==> src/sv/cse_pkg.sv <==
// shared types and constants of the chebyshev series evaluator
package cse_pkg;

  localparam int COEF_W   = 32;  // q16.16 word
  localparam int IDX_W    = 4;   // coef_index field
  localparam int CNT_W    = 5;   // coefficient_count register
  localparam int NUM_W    = 35;  // 2x - a - b, exact
  localparam int MAG_W    = 34;  // magnitude of the numerator
  localparam int QUO_W    = 31;  // quotient bits of the mapped coordinate
  localparam int CFG_IDX_W = 2;
  localparam int PROD_W   = 64;
  localparam int ACC_W    = 37;

  localparam logic [CFG_IDX_W-1:0] CFG_LOWER = 2'd0;
  localparam logic [CFG_IDX_W-1:0] CFG_UPPER = 2'd1;
  localparam logic [CFG_IDX_W-1:0] CFG_COUNT = 2'd2;

  localparam logic OP_EVAL = 1'b0;
  localparam logic OP_LOAD = 1'b1;

  localparam logic signed [COEF_W-1:0] LOWER_RST = 32'sd0;
  localparam logic signed [COEF_W-1:0] UPPER_RST = 32'sd65536;
  localparam logic [CNT_W-1:0]         COUNT_RST = 5'd1;

  localparam logic signed [COEF_W-1:0] SAT_MAX = 32'sh7fff_ffff;
  localparam logic signed [COEF_W-1:0] SAT_MIN = 32'sh8000_0000;

  typedef struct packed {
    logic                    start;
    logic signed [NUM_W-1:0] num;
    logic [COEF_W-1:0]       den;
  } div_req_t;

  typedef struct packed {
    logic                     done;
    logic signed [COEF_W-1:0] t;
  } div_rsp_t;

  typedef struct packed {
    logic                    start;
    logic                    inverted;
    logic                    last;
    logic signed [NUM_W-1:0] num;
    logic [COEF_W-1:0]       den;
  } eval_req_t;

  typedef struct packed {
    logic                     valid;
    logic signed [COEF_W-1:0] y;
    logic                     status;
    logic                     batch_end;
  } eval_res_t;

endpackage

==> src/sv/cse_if.sv <==
// request and result channel interfaces
interface cse_in_if import cse_pkg::*; ();
  logic                     valid;
  logic                     ready;
  logic                     operation;
  logic [IDX_W-1:0]         coef_index;
  logic signed [COEF_W-1:0] coef_value;
  logic signed [COEF_W-1:0] x_value;
  logic                     last_point;

  modport source (output valid, operation, coef_index, coef_value, x_value, last_point,
                  input ready);
  modport sink (input valid, operation, coef_index, coef_value, x_value, last_point,
                output ready);
endinterface

interface cse_out_if import cse_pkg::*; ();
  logic                     valid;
  logic                     ready;
  logic signed [COEF_W-1:0] y_value;
  logic                     status;
  logic                     batch_end;

  modport source (output valid, y_value, status, batch_end, input ready);
  modport sink (input valid, y_value, status, batch_end, output ready);
endinterface

==> src/sv/chebyshev_series_evaluator.sv <==
// top level of the chebyshev series evaluator
//
// Evaluates a Chebyshev series of up to MAX_COEFFICIENTS Q16.16 terms with
// the Clenshaw recurrence (constant term added in full). A load request
// (operation 1) writes one coefficient into the store; slots at or beyond
// MAX_COEFFICIENTS are dropped. An evaluate request maps x from
// [lower_bound, upper_bound] to a Q2.30 coordinate, runs the recurrence and
// returns one saturated Q16.16 value. An evaluate request occupies the block
// from its accept cycle through the one-bit-per-cycle coordinate divider
// (which stops without iterating when the coordinate saturates), a multiply
// and an accumulate step per term, because each term goes through the
// multiplier register and the accumulate against the store's registered read
// port, and a result state that holds until the output register can take
// the result. With an inverted or empty interval the engine skips divider
// and recurrence and returns status 1, value 0. The result sits in an output
// register, so the next request is taken while a finished result waits
// downstream. Coefficients must be loaded before they are used; the store has no reset.
module chebyshev_series_evaluator import cse_pkg::*; #(
  parameter int MAX_COEFFICIENTS = 16
) (
  input  logic                 clk,
  input  logic                 rst_n,
  input  logic                 cfg_we,
  input  logic [CFG_IDX_W-1:0] cfg_index,
  input  logic [COEF_W-1:0]    cfg_data,
  cse_in_if.sink               in_chan,
  cse_out_if.source            out_chan
);

  localparam int ADDR_W = (MAX_COEFFICIENTS > 1) ? $clog2(MAX_COEFFICIENTS) : 1;
  // wide enough for the count register, the slot field and the depth
  localparam int CMP_W  = $clog2(MAX_COEFFICIENTS + 1) + CNT_W;

  // configuration registers
  logic signed [COEF_W-1:0] lower_r, upper_r;
  logic [CNT_W-1:0]         count_r;

  // output register
  logic                     out_valid_r, out_valid_nxt;
  logic signed [COEF_W-1:0] out_y_r;
  logic                     out_status_r;
  logic                     out_bend_r;

  logic                     engine_idle;
  logic                     in_fire;
  logic                     load_fire;
  logic                     slot_ok;
  logic [ADDR_W-1:0]        k_start;
  logic [CMP_W-1:0]         cnt_ext;
  logic [ADDR_W-1:0]        rd_addr;
  logic signed [COEF_W-1:0] rd_data;
  eval_req_t                req;
  eval_res_t                res;
  logic                     res_ready;

  always_ff @(posedge clk) begin
    if (!rst_n) begin
      lower_r <= LOWER_RST;
      upper_r <= UPPER_RST;
      count_r <= COUNT_RST;
    end else if (cfg_we) begin
      unique case (cfg_index)
        CFG_LOWER: lower_r <= $signed(cfg_data);
        CFG_UPPER: upper_r <= $signed(cfg_data);
        CFG_COUNT: count_r <= cfg_data[CNT_W-1:0];
        default: ;  // unknown register, write dropped
      endcase
    end
  end

  // one request at a time; loads finish in their accept cycle
  assign in_chan.ready = engine_idle;
  assign in_fire       = in_chan.valid && in_chan.ready;
  assign slot_ok       = CMP_W'(in_chan.coef_index) < CMP_W'(MAX_COEFFICIENTS);
  assign load_fire     = in_fire && (in_chan.operation == OP_LOAD) && slot_ok;

  // top coefficient index: count clamped to 1 .. MAX_COEFFICIENTS
  always_comb begin
    cnt_ext = CMP_W'(count_r);
    if (cnt_ext == '0) begin
      k_start = '0;
    end else if (cnt_ext > CMP_W'(MAX_COEFFICIENTS)) begin
      k_start = ADDR_W'(MAX_COEFFICIENTS - 1);
    end else begin
      k_start = ADDR_W'(cnt_ext - CMP_W'(1));
    end
  end

  // exact numerator 2x - a - b and denominator b - a
  logic [COEF_W:0] den_full;
  always_comb begin
    den_full     = {upper_r[COEF_W-1], upper_r} - {lower_r[COEF_W-1], lower_r};
    req.start    = in_fire && (in_chan.operation == OP_EVAL);
    req.inverted = (upper_r <= lower_r);
    req.last     = in_chan.last_point;
    req.num      = $signed({{2{in_chan.x_value[COEF_W-1]}}, in_chan.x_value, 1'b0}
                 - {{3{lower_r[COEF_W-1]}}, lower_r}
                 - {{3{upper_r[COEF_W-1]}}, upper_r});
    req.den      = den_full[COEF_W-1:0];
  end

  cse_coef_ram #(
    .DEPTH(MAX_COEFFICIENTS)
  ) u_ram (
    .clk  (clk),
    .we   (load_fire),
    .waddr(ADDR_W'(in_chan.coef_index)),
    .wdata(in_chan.coef_value),
    .raddr(rd_addr),
    .rdata(rd_data)
  );

  cse_clenshaw #(
    .MAX_COEFFICIENTS(MAX_COEFFICIENTS)
  ) u_engine (
    .clk      (clk),
    .rst_n    (rst_n),
    .req      (req),
    .k_start  (k_start),
    .idle     (engine_idle),
    .rd_addr  (rd_addr),
    .rd_data  (rd_data),
    .res      (res),
    .res_ready(res_ready)
  );

  // result register: refilled in the cycle it empties
  assign res_ready = !out_valid_r || out_chan.ready;

  always_comb begin
    out_valid_nxt = out_valid_r;
    if (res.valid && res_ready) begin
      out_valid_nxt = 1'b1;
    end else if (out_chan.ready) begin
      out_valid_nxt = 1'b0;
    end
  end

  always_ff @(posedge clk) begin
    if (!rst_n) begin
      out_valid_r <= 1'b0;
    end else begin
      out_valid_r <= out_valid_nxt;
    end
  end

  always_ff @(posedge clk) begin
    if (res.valid && res_ready) begin
      out_y_r      <= res.y;
      out_status_r <= res.status;
      out_bend_r   <= res.batch_end;
    end
  end

  assign out_chan.valid     = out_valid_r;
  assign out_chan.y_value   = out_y_r;
  assign out_chan.status    = out_status_r;
  assign out_chan.batch_end = out_bend_r;

  a_no_accept_busy: assert property (@(posedge clk) disable iff (!rst_n)
    res.valid |-> !in_chan.ready)
    else $error("request taken while a result is pending in the engine");

  a_res_lands: assert property (@(posedge clk) disable iff (!rst_n)
    (res.valid && res_ready) |=> out_valid_r)
    else $error("result lost on its way to the output register");

  a_load_no_result: assert property (@(posedge clk) disable iff (!rst_n)
    (in_fire && in_chan.operation == OP_LOAD) |=> engine_idle)
    else $error("load request started the engine");

endmodule

==> src/sv/cse_coef_ram.sv <==
// coefficient store, one write port and one registered read port
module cse_coef_ram import cse_pkg::*; #(
  parameter int DEPTH = 16,
  localparam int ADDR_W = (DEPTH > 1) ? $clog2(DEPTH) : 1
) (
  input  logic                     clk,
  input  logic                     we,
  input  logic [ADDR_W-1:0]        waddr,
  input  logic signed [COEF_W-1:0] wdata,
  input  logic [ADDR_W-1:0]        raddr,
  output logic signed [COEF_W-1:0] rdata
);

  logic signed [COEF_W-1:0] mem [DEPTH];
  logic signed [COEF_W-1:0] rdata_r;

  always_ff @(posedge clk) begin
    if (we) begin
      mem[waddr] <= wdata;
    end
  end

  always_ff @(posedge clk) begin
    rdata_r <= mem[raddr];
  end

  assign rdata = rdata_r;

endmodule

==> src/sv/cse_map_div.sv <==
// restoring divider for the q2.30 interval coordinate
module cse_map_div import cse_pkg::*; (
  input  logic     clk,
  input  logic     rst_n,
  input  div_req_t req,
  output div_rsp_t rsp
);

  localparam int CNT_BITS = $clog2(QUO_W);

  logic                     busy_r, busy_nxt;
  logic                     done_r, done_nxt;
  logic [CNT_BITS-1:0]      cnt_r, cnt_nxt;
  logic [MAG_W-1:0]         rem_r, rem_nxt;
  logic [QUO_W-1:0]         q_r, q_nxt;
  logic [COEF_W-1:0]        den_r, den_nxt;
  logic                     neg_r, neg_nxt;
  logic signed [COEF_W-1:0] t_r, t_nxt;

  logic [NUM_W-1:0]  num_abs;
  logic [MAG_W-1:0]  den_ext;
  logic [MAG_W-1:0]  diff;
  logic [MAG_W-1:0]  kept;
  logic              ge;
  logic [QUO_W-1:0]  q_fin;
  logic [COEF_W-1:0] t_mag;

  always_comb begin
    num_abs = req.num[NUM_W-1] ? (~req.num + NUM_W'(1)) : req.num;
    den_ext = {2'b00, den_r};
    ge      = rem_r >= den_ext;
    diff    = rem_r - den_ext;
    kept    = ge ? diff : rem_r;
    q_fin   = {q_r[QUO_W-2:0], ge};
    t_mag   = {1'b0, q_fin};

    busy_nxt = busy_r;
    done_nxt = 1'b0;
    cnt_nxt  = cnt_r;
    rem_nxt  = rem_r;
    q_nxt    = q_r;
    den_nxt  = den_r;
    neg_nxt  = neg_r;
    t_nxt    = t_r;

    if (busy_r) begin
      rem_nxt = {kept[MAG_W-2:0], 1'b0};
      q_nxt   = q_fin;
      cnt_nxt = cnt_r - CNT_BITS'(1);
      if (cnt_r == '0) begin
        busy_nxt = 1'b0;
        done_nxt = 1'b1;
        t_nxt    = neg_r ? $signed(~t_mag + COEF_W'(1)) : $signed(t_mag);
      end
    end else if (req.start) begin
      neg_nxt = req.num[NUM_W-1];
      den_nxt = req.den;
      // quotient would not fit in q2.30
      if (num_abs[MAG_W-1:0] >= {1'b0, req.den, 1'b0}) begin
        done_nxt = 1'b1;
        t_nxt    = req.num[NUM_W-1] ? SAT_MIN : SAT_MAX;
      end else begin
        busy_nxt = 1'b1;
        rem_nxt  = num_abs[MAG_W-1:0];
        q_nxt    = '0;
        cnt_nxt  = CNT_BITS'(QUO_W - 1);
      end
    end
  end

  always_ff @(posedge clk) begin
    if (!rst_n) begin
      busy_r <= 1'b0;
      done_r <= 1'b0;
    end else begin
      busy_r <= busy_nxt;
      done_r <= done_nxt;
    end
  end

  always_ff @(posedge clk) begin
    cnt_r <= cnt_nxt;
    rem_r <= rem_nxt;
    q_r   <= q_nxt;
    den_r <= den_nxt;
    neg_r <= neg_nxt;
    t_r   <= t_nxt;
  end

  assign rsp.done = done_r;
  assign rsp.t    = t_r;

  a_done_pulse: assert property (@(posedge clk) disable iff (!rst_n)
    done_r |=> !done_r)
    else $error("divider done held longer than one cycle");

  a_no_restart: assert property (@(posedge clk) disable iff (!rst_n)
    busy_r |-> !done_r)
    else $error("divider reports done while still iterating");

  a_rem_bound: assert property (@(posedge clk) disable iff (!rst_n)
    busy_r |-> (rem_r < {1'b0, den_r, 1'b0}))
    else $error("partial remainder out of range");

endmodule

==> src/sv/cse_clenshaw.sv <==
// sequencer and multiply-accumulate of the clenshaw recurrence
module cse_clenshaw import cse_pkg::*; #(
  parameter int MAX_COEFFICIENTS = 16,
  localparam int ADDR_W = (MAX_COEFFICIENTS > 1) ? $clog2(MAX_COEFFICIENTS) : 1
) (
  input  logic                     clk,
  input  logic                     rst_n,
  input  eval_req_t                req,
  input  logic [ADDR_W-1:0]        k_start,
  output logic                     idle,
  output logic [ADDR_W-1:0]        rd_addr,
  input  logic signed [COEF_W-1:0] rd_data,
  output eval_res_t                res,
  input  logic                     res_ready
);

  typedef enum logic [4:0] {
    ST_IDLE = 5'b00001,
    ST_DIV  = 5'b00010,
    ST_MUL  = 5'b00100,
    ST_ACC  = 5'b01000,
    ST_RES  = 5'b10000
  } state_t;

  state_t                   state_r, state_nxt;
  logic [ADDR_W-1:0]        k_r, k_nxt;
  logic signed [COEF_W-1:0] t_r, t_nxt;
  logic signed [COEF_W-1:0] d1_r, d1_nxt;
  logic signed [COEF_W-1:0] d2_r, d2_nxt;
  logic signed [PROD_W-1:0] prod_r, prod_nxt;
  logic signed [COEF_W-1:0] y_r, y_nxt;
  logic                     status_r, status_nxt;
  logic                     bend_r, bend_nxt;

  div_req_t                 div_req;
  div_rsp_t                 div_rsp;
  logic signed [PROD_W-1:0] p29, p30;
  logic [NUM_W-1:0]         sh;
  logic [ACC_W-1:0]         sum;
  logic signed [COEF_W-1:0] sum_sat;

  cse_map_div u_div (
    .clk  (clk),
    .rst_n(rst_n),
    .req  (div_req),
    .rsp  (div_rsp)
  );

  always_comb begin
    div_req.start = (state_r == ST_IDLE) && req.start && !req.inverted;
    div_req.num   = req.num;
    div_req.den   = req.den;
  end

  // floor(t * d1 / 2^s) - d2 + c, then clamp to 32 bits
  always_comb begin
    p29 = prod_r >>> 29;
    p30 = prod_r >>> 30;
    sh  = (k_r == '0) ? p30[NUM_W-1:0] : p29[NUM_W-1:0];
    sum = {{(ACC_W-NUM_W){sh[NUM_W-1]}}, sh}
        - {{(ACC_W-COEF_W){d2_r[COEF_W-1]}}, d2_r}
        + {{(ACC_W-COEF_W){rd_data[COEF_W-1]}}, rd_data};
    if (!sum[ACC_W-1] && (|sum[ACC_W-2:COEF_W-1])) begin
      sum_sat = SAT_MAX;
    end else if (sum[ACC_W-1] && !(&sum[ACC_W-2:COEF_W-1])) begin
      sum_sat = SAT_MIN;
    end else begin
      sum_sat = $signed(sum[COEF_W-1:0]);
    end
  end

  always_comb begin
    state_nxt  = state_r;
    k_nxt      = k_r;
    t_nxt      = t_r;
    d1_nxt     = d1_r;
    d2_nxt     = d2_r;
    prod_nxt   = prod_r;
    y_nxt      = y_r;
    status_nxt = status_r;
    bend_nxt   = bend_r;
    unique case (state_r)
      ST_IDLE: begin
        if (req.start) begin
          k_nxt      = k_start;
          bend_nxt   = req.last;
          status_nxt = req.inverted;
          d1_nxt     = '0;
          d2_nxt     = '0;
          if (req.inverted) begin
            y_nxt     = '0;
            state_nxt = ST_RES;
          end else begin
            state_nxt = ST_DIV;
          end
        end
      end
      ST_DIV: begin
        if (div_rsp.done) begin
          t_nxt     = div_rsp.t;
          state_nxt = ST_MUL;
        end
      end
      ST_MUL: begin
        prod_nxt  = t_r * d1_r;
        state_nxt = ST_ACC;
      end
      ST_ACC: begin
        if (k_r == '0) begin
          y_nxt     = sum_sat;
          state_nxt = ST_RES;
        end else begin
          d2_nxt    = d1_r;
          d1_nxt    = sum_sat;
          k_nxt     = k_r - ADDR_W'(1);
          state_nxt = ST_MUL;
        end
      end
      ST_RES: begin
        if (res_ready) begin
          state_nxt = ST_IDLE;
        end
      end
      default: state_nxt = ST_IDLE;
    endcase
  end

  always_ff @(posedge clk) begin
    if (!rst_n) begin
      state_r <= ST_IDLE;
    end else begin
      state_r <= state_nxt;
    end
  end

  always_ff @(posedge clk) begin
    k_r      <= k_nxt;
    t_r      <= t_nxt;
    d1_r     <= d1_nxt;
    d2_r     <= d2_nxt;
    prod_r   <= prod_nxt;
    y_r      <= y_nxt;
    status_r <= status_nxt;
    bend_r   <= bend_nxt;
  end

  assign idle          = (state_r == ST_IDLE);
  assign rd_addr       = k_r;
  assign res.valid     = (state_r == ST_RES);
  assign res.y         = y_r;
  assign res.status    = status_r;
  assign res.batch_end = bend_r;

  a_done_in_div: assert property (@(posedge clk) disable iff (!rst_n)
    div_rsp.done |-> (state_r == ST_DIV))
    else $error("divider finished outside the divide phase");

  a_final_step: assert property (@(posedge clk) disable iff (!rst_n)
    (state_r == ST_RES && $past(state_r) == ST_ACC) |-> ($past(k_r) == '0))
    else $error("result taken before the constant term");

  a_inverted_zero: assert property (@(posedge clk) disable iff (!rst_n)
    (state_r == ST_RES && status_r) |-> (y_r == '0))
    else $error("inverted interval gives a nonzero value");

  a_k_range: assert property (@(posedge clk) disable iff (!rst_n)
    (state_r == ST_MUL || state_r == ST_ACC) |->
      ({1'b0, k_r} < (ADDR_W + 1)'(MAX_COEFFICIENTS)))
    else $error("coefficient index beyond the store");

endmodule

==> src/flat_wrapper.sv <==
// flat-port wrapper written by rule: the top's interface ports become plain ports
module chebyshev_series_evaluator_flat import cse_pkg::*;
#(
  parameter int MAX_COEFFICIENTS = 16
)
  (clk, rst_n, cfg_we, cfg_index, cfg_data, in_chan_valid, in_chan_operation, in_chan_coef_index, in_chan_coef_value, in_chan_x_value, in_chan_last_point, in_chan_ready, out_chan_valid, out_chan_y_value, out_chan_status, out_chan_batch_end, out_chan_ready);
  cse_in_if in_chan_i ();
  cse_out_if out_chan_i ();
  input  logic clk;
  input  logic rst_n;
  input  logic cfg_we;
  input  logic [CFG_IDX_W-1:0] cfg_index;
  input  logic [COEF_W-1:0] cfg_data;
  input wire logic [$bits(in_chan_i.valid)-1:0] in_chan_valid;
  input wire logic [$bits(in_chan_i.operation)-1:0] in_chan_operation;
  input wire logic [$bits(in_chan_i.coef_index)-1:0] in_chan_coef_index;
  input wire logic [$bits(in_chan_i.coef_value)-1:0] in_chan_coef_value;
  input wire logic [$bits(in_chan_i.x_value)-1:0] in_chan_x_value;
  input wire logic [$bits(in_chan_i.last_point)-1:0] in_chan_last_point;
  output wire logic [$bits(in_chan_i.ready)-1:0] in_chan_ready;
  output wire logic [$bits(out_chan_i.valid)-1:0] out_chan_valid;
  output wire logic [$bits(out_chan_i.y_value)-1:0] out_chan_y_value;
  output wire logic [$bits(out_chan_i.status)-1:0] out_chan_status;
  output wire logic [$bits(out_chan_i.batch_end)-1:0] out_chan_batch_end;
  input wire logic [$bits(out_chan_i.ready)-1:0] out_chan_ready;
  assign in_chan_i.valid = in_chan_valid;
  assign in_chan_i.operation = in_chan_operation;
  assign in_chan_i.coef_index = in_chan_coef_index;
  assign in_chan_i.coef_value = in_chan_coef_value;
  assign in_chan_i.x_value = in_chan_x_value;
  assign in_chan_i.last_point = in_chan_last_point;
  assign in_chan_ready = in_chan_i.ready;
  assign out_chan_valid = out_chan_i.valid;
  assign out_chan_y_value = out_chan_i.y_value;
  assign out_chan_status = out_chan_i.status;
  assign out_chan_batch_end = out_chan_i.batch_end;
  assign out_chan_i.ready = out_chan_ready;
  chebyshev_series_evaluator #(.MAX_COEFFICIENTS(MAX_COEFFICIENTS)) u_core (.clk(clk), .rst_n(rst_n), .cfg_we(cfg_we), .cfg_index(cfg_index), .cfg_data(cfg_data), .in_chan(in_chan_i), .out_chan(out_chan_i));
endmodule
==> config.mk <==
export PLATFORM = sky130hd
export DESIGN_NAME = chebyshev_series_evaluator_flat
export DESIGN_NICKNAME = d
export VERILOG_FILES = /design/src/sv/cse_pkg.sv /design/src/sv/cse_if.sv /design/src/sv/chebyshev_series_evaluator.sv /design/src/sv/cse_coef_ram.sv /design/src/sv/cse_map_div.sv /design/src/sv/cse_clenshaw.sv /design/src/flat_wrapper.sv
export SDC_FILE = /design/constraint.sdc
export NUM_CORES = 2
export LEC_CHECK = 0
export BUFFER_PORTS_ARGS = -buffer_cell sky130_fd_sc_hd__buf_2
export CAP_MARGIN = 25
export CORE_UTILIZATION = 54
export DETAILED_ROUTE_END_ITERATION = 8
export PLACE_DENSITY = 0.67
export SLEW_MARGIN = 20
export SYNTH_ARGS = -nofsm -noshare
export SYNTH_HDL_FRONTEND = slang
export SYNTH_SLANG_ARGS = --single-unit
==> constraint.sdc <==
create_clock -name clk -period 26 [get_ports clk]
set_clock_uncertainty 0.2 [all_clocks]
set_input_delay 6.5 -clock clk [delete_from_list [all_inputs] [get_ports clk]]
set_output_delay 6.5 -clock clk [all_outputs]
set_load 0.01 [all_outputs]
==> impl_results.md <==
- Run status: completed
- Depth of the CTS H-tree: 3
- CP Data Required Time: 26130 ps
- Pre-Repair DR Iteration Count: 7
- Final RePlAce weighted congestion: 0.924
- Async set-reset flop share out of synthesis: 0%
- Number of nets with antenna violations after routing: 0
- Peak fanout along the critical path: 59
- Number of buffers inserted to repair setup after CTS: 0
- Ys Warns: 0
- Most used DFF post-synth: sky130_fd_sc_hd__edfxtp_1
- Maximum number of buffers from clock root to sink: 3
- Worst Max-Slew Pin Slew: 1110 ps
- Number of global-route vias before repair: 56300
- Crit Path Class: in2reg
- Hold Crit Start: u_core.u_engine.u_div.t_r[21]
- Count of flip-flops with a built-in enable after synthesis: 848
- Number of vias after detailed routing: 52400
- Clock transition at the register clock pins on the worst setup and hold paths after CTS: 60 ps
- Total negative slack: 0 ps
- Startpoint of the lowest-slack register-to-register path: u_core.u_engine.d1_r[3]
- Initial Util: 54.5%
- Post-detailed-routing wire length: 207000 um
- Initial DRC Count: 4277
- RSZ-0062 raised after global routing: false
- Critical path endpoint category: flip-flop
- Number of input and output port buffers inserted: 144
- First-pass GRT wire length: 329000 um
- Worst min-delay path category: reg2reg
- Average detailed-routed wire length per instance: 22.5 um
- Final #Nets: 8774
- CP dominant cell by count: sky130_fd_sc_hd__a21o_1
- Antenna violations before repair: 22
- Buffer type at the clock tree root: sky130_fd_sc_hd__clkbuf_16
- Highest clock frequency the design can meet: 72.6 MHz
- TritonCTS clock tree: done
- Boundary pin count: 145
- Number of sinks driven by the clock tree: 958
- Count of final setup violators: 0
- Commonest cells after routing, fill and taps aside: sky130_fd_sc_hd__inv_1 (1245), sky130_fd_sc_hd__fa_1 (1150), sky130_fd_sc_hd__edfxtp_1 (848)
- Resize count post-CTS: 0
- Die extent in y: 391 um
- Post-synthesis to final-layout area growth: 7.76%
- Worst-case setup margin in the final layout: 12220 ps
- Startpoint types: primary input
- R2r worst-path depth: 26
- Clock latency of the later-clocked register in the worst-skew pair: 760 ps
- Count of pins over their slew limit: 0
- Pin count of the biggest net entering global routing: 77
- Share of the yosys chip area belonging to registers: 33.9%
- Slowest stage cell, crit path: sky130_fd_sc_hd__buf_4
- Synthesis-stage register bit count: 958
- Summed instance area of the synthesized netlist: 81700 sq um
- Buf/Inv on CP: 5
- Reg2Reg Capture Point: u_core.u_engine.prod_r[63]
- Max-cap violations: 0
- Width of the die: 391 um
- Number of buffers inserted by hold repair at cts: 0
- Mean Syn Cell Area: 11.5 sq um
- Core Footprint: 150000 sq um
- Final standard cell utilization of the core: 58.7%
- Critical path's top delay family: compound AO/OA/AOI/OAI gates
- Delay of the slowest cell on the worst path: 660 ps
- Hold Path End: u_core.u_engine.t_r[21]
- Hold Fails Final Rpt: 0
- Worst R2R Setup Slack: 15900 ps
- Placed wire-length estimate: 146000 um
- Final worst-path cycle share: 53.0%
- All-layer global routing usage: 28.3%
- Vias per inst: 5.67
- Die outline area: 153000 sq um
- Hold Worst Slack: 210 ps
- Net count of the mapped netlist: 8737
- Row cnt: 142
- Worst Hold Path Cells: 0
- Time the worst path needs with I/O delays and setup: 13780 ps
- Total congestion overflow after global routing: 0
- Leading cell type in the layout, fill and taps excluded: sky130_fd_sc_hd__inv_1
- Synthesized instance count: 7093
- Startpoint of the most critical setup path: in_chan_x_value[4]
- Relative slew slack: 25.8%
- Fraction of layout cells with a size suffix above 1: 9.14%
- Synth unique cells: 92
- Pre-CTS setup slack: 11570 ps
- Number of buffers created by CTS: 96
- DRC: 0
- Data arrival time of the critical path: 13910 ps
==> synth_stat cells (20+ instances only) <==
master,instances,area [sq um]
sky130_fd_sc_hd__a31oi_1,22,138
sky130_fd_sc_hd__nand3_1,62,310
sky130_fd_sc_hd__nor2_1,186,698
sky130_fd_sc_hd__mux2_2,34,383
sky130_fd_sc_hd__a21o_1,85,638
sky130_fd_sc_hd__edfxtp_1,848,25500
sky130_fd_sc_hd__nand2_1,764,2870
sky130_fd_sc_hd__o31ai_1,26,195
sky130_fd_sc_hd__dfxtp_1,110,2200
sky130_fd_sc_hd__o21a_1,29,218
sky130_fd_sc_hd__xnor2_1,134,1170
sky130_fd_sc_hd__a21oi_1,200,1000
sky130_fd_sc_hd__o211ai_1,21,158
sky130_fd_sc_hd__nor2b_1,30,188
sky130_fd_sc_hd__a21boi_0,70,526
sky130_fd_sc_hd__nand2b_1,30,188
sky130_fd_sc_hd__ha_1,385,4820
sky130_fd_sc_hd__o21bai_1,40,300
sky130_fd_sc_hd__o21ai_0,112,561
sky130_fd_sc_hd__nand4_1,27,169
sky130_fd_sc_hd__mux4_2,160,3600
sky130_fd_sc_hd__fa_1,1150,23000
sky130_fd_sc_hd__inv_1,1246,4680
sky130_fd_sc_hd__and2_1,562,3520
sky130_fd_sc_hd__nor3_1,50,250
sky130_fd_sc_hd__and3_1,27,169
sky130_fd_sc_hd__clkbuf_1,294,1100
sky130_fd_sc_hd__a22o_1,20,175
sky130_fd_sc_hd__xor2_1,78,683
sky130_fd_sc_hd__or3_1,25,156
sky130_fd_sc_hd__o21ai_1,30,150
==> layer usage <==
metal,part of all wire [%],GRT usage [%],vias up
li1,-,-,23100
met1,41,38.0,26800
met2,49,46.8,1950
met3,6.9,4.42,492
met4,3.6,10.1,18
met5,0.047,0,-
==> through the flow <==
step / std cells / instance area [sq um]
global placement: 9046 / 84700
floorplan: 7093 / 81700
CTS: 9227 / 88000
global route: 9230 / 88000
detailed placement: 9046 / 84700
finish: 9233 / 88000
==> final cells by class <==
cell class                 instances  area [sq um]
fill                           12400         61900
multi-input combinational       4569         48300
sequential                       958         27700
inverter                        1247          4680
clock buffer                     123          2550
tap                             2016          2520
timing repair buffer             258          1610
clock inverter                    58           688
antenna                            4          10.0
==> sequential cells by signal, summed over array words and instances, names as in the netlist, 4 cells and up <==
signal	flops
u_core.u_engine.u_div.cnt_r	5
u_core.u_engine.d2_r	32
u_core.u_engine.u_div.q_r	30
u_core.lower_r	32
u_core.u_engine.u_div.den_r	32
u_core.u_engine.t_r	32
u_core.u_ram.rdata	32
u_core.u_ram.mem	512
u_core.out_chan.y_value	32
u_core.u_engine.u_div.rem_r	34
u_core.u_engine.rd_addr	4
u_core.u_engine.u_div.t_r	32
u_core.upper_r	32
u_core.count_r	5
u_core.u_engine.y_r	32
u_core.u_engine.d1_r	32
u_core.u_engine.state_r	5
u_core.u_engine.prod_r	35
==> how the worst max path moves through the flow <==
stage | endpoint | slack (ps) | cells past startpoint
global placement | u_core.u_engine.u_div.q_r[3] | 11650 | 29
CTS | u_core.u_engine.u_div.cnt_r[4] | 12310 | 29
detailed placement | u_core.u_engine.u_div.q_r[10] | 11570 | 29
finish | u_core.u_engine.u_div.q_r[9] | 12220 | 29
global route | u_core.u_engine.u_div.cnt_r[4] | 11810 | 29
floorplan | u_core.u_engine.u_div.cnt_r[0] | 12350 | 28
==> cell families after synthesis <==
group | synth area share [%]
simple gates | 11.2
buf+inv | 7.23
fa+ha+maj | 34.1
flops | 33.9
compound gates | 6.28
xor+xnor | 2.29
mux | 5.05
Power is left out: the tool's default activity adds up to more than one toggle a clock period on the data nets, which glitch-free logic cannot reach.
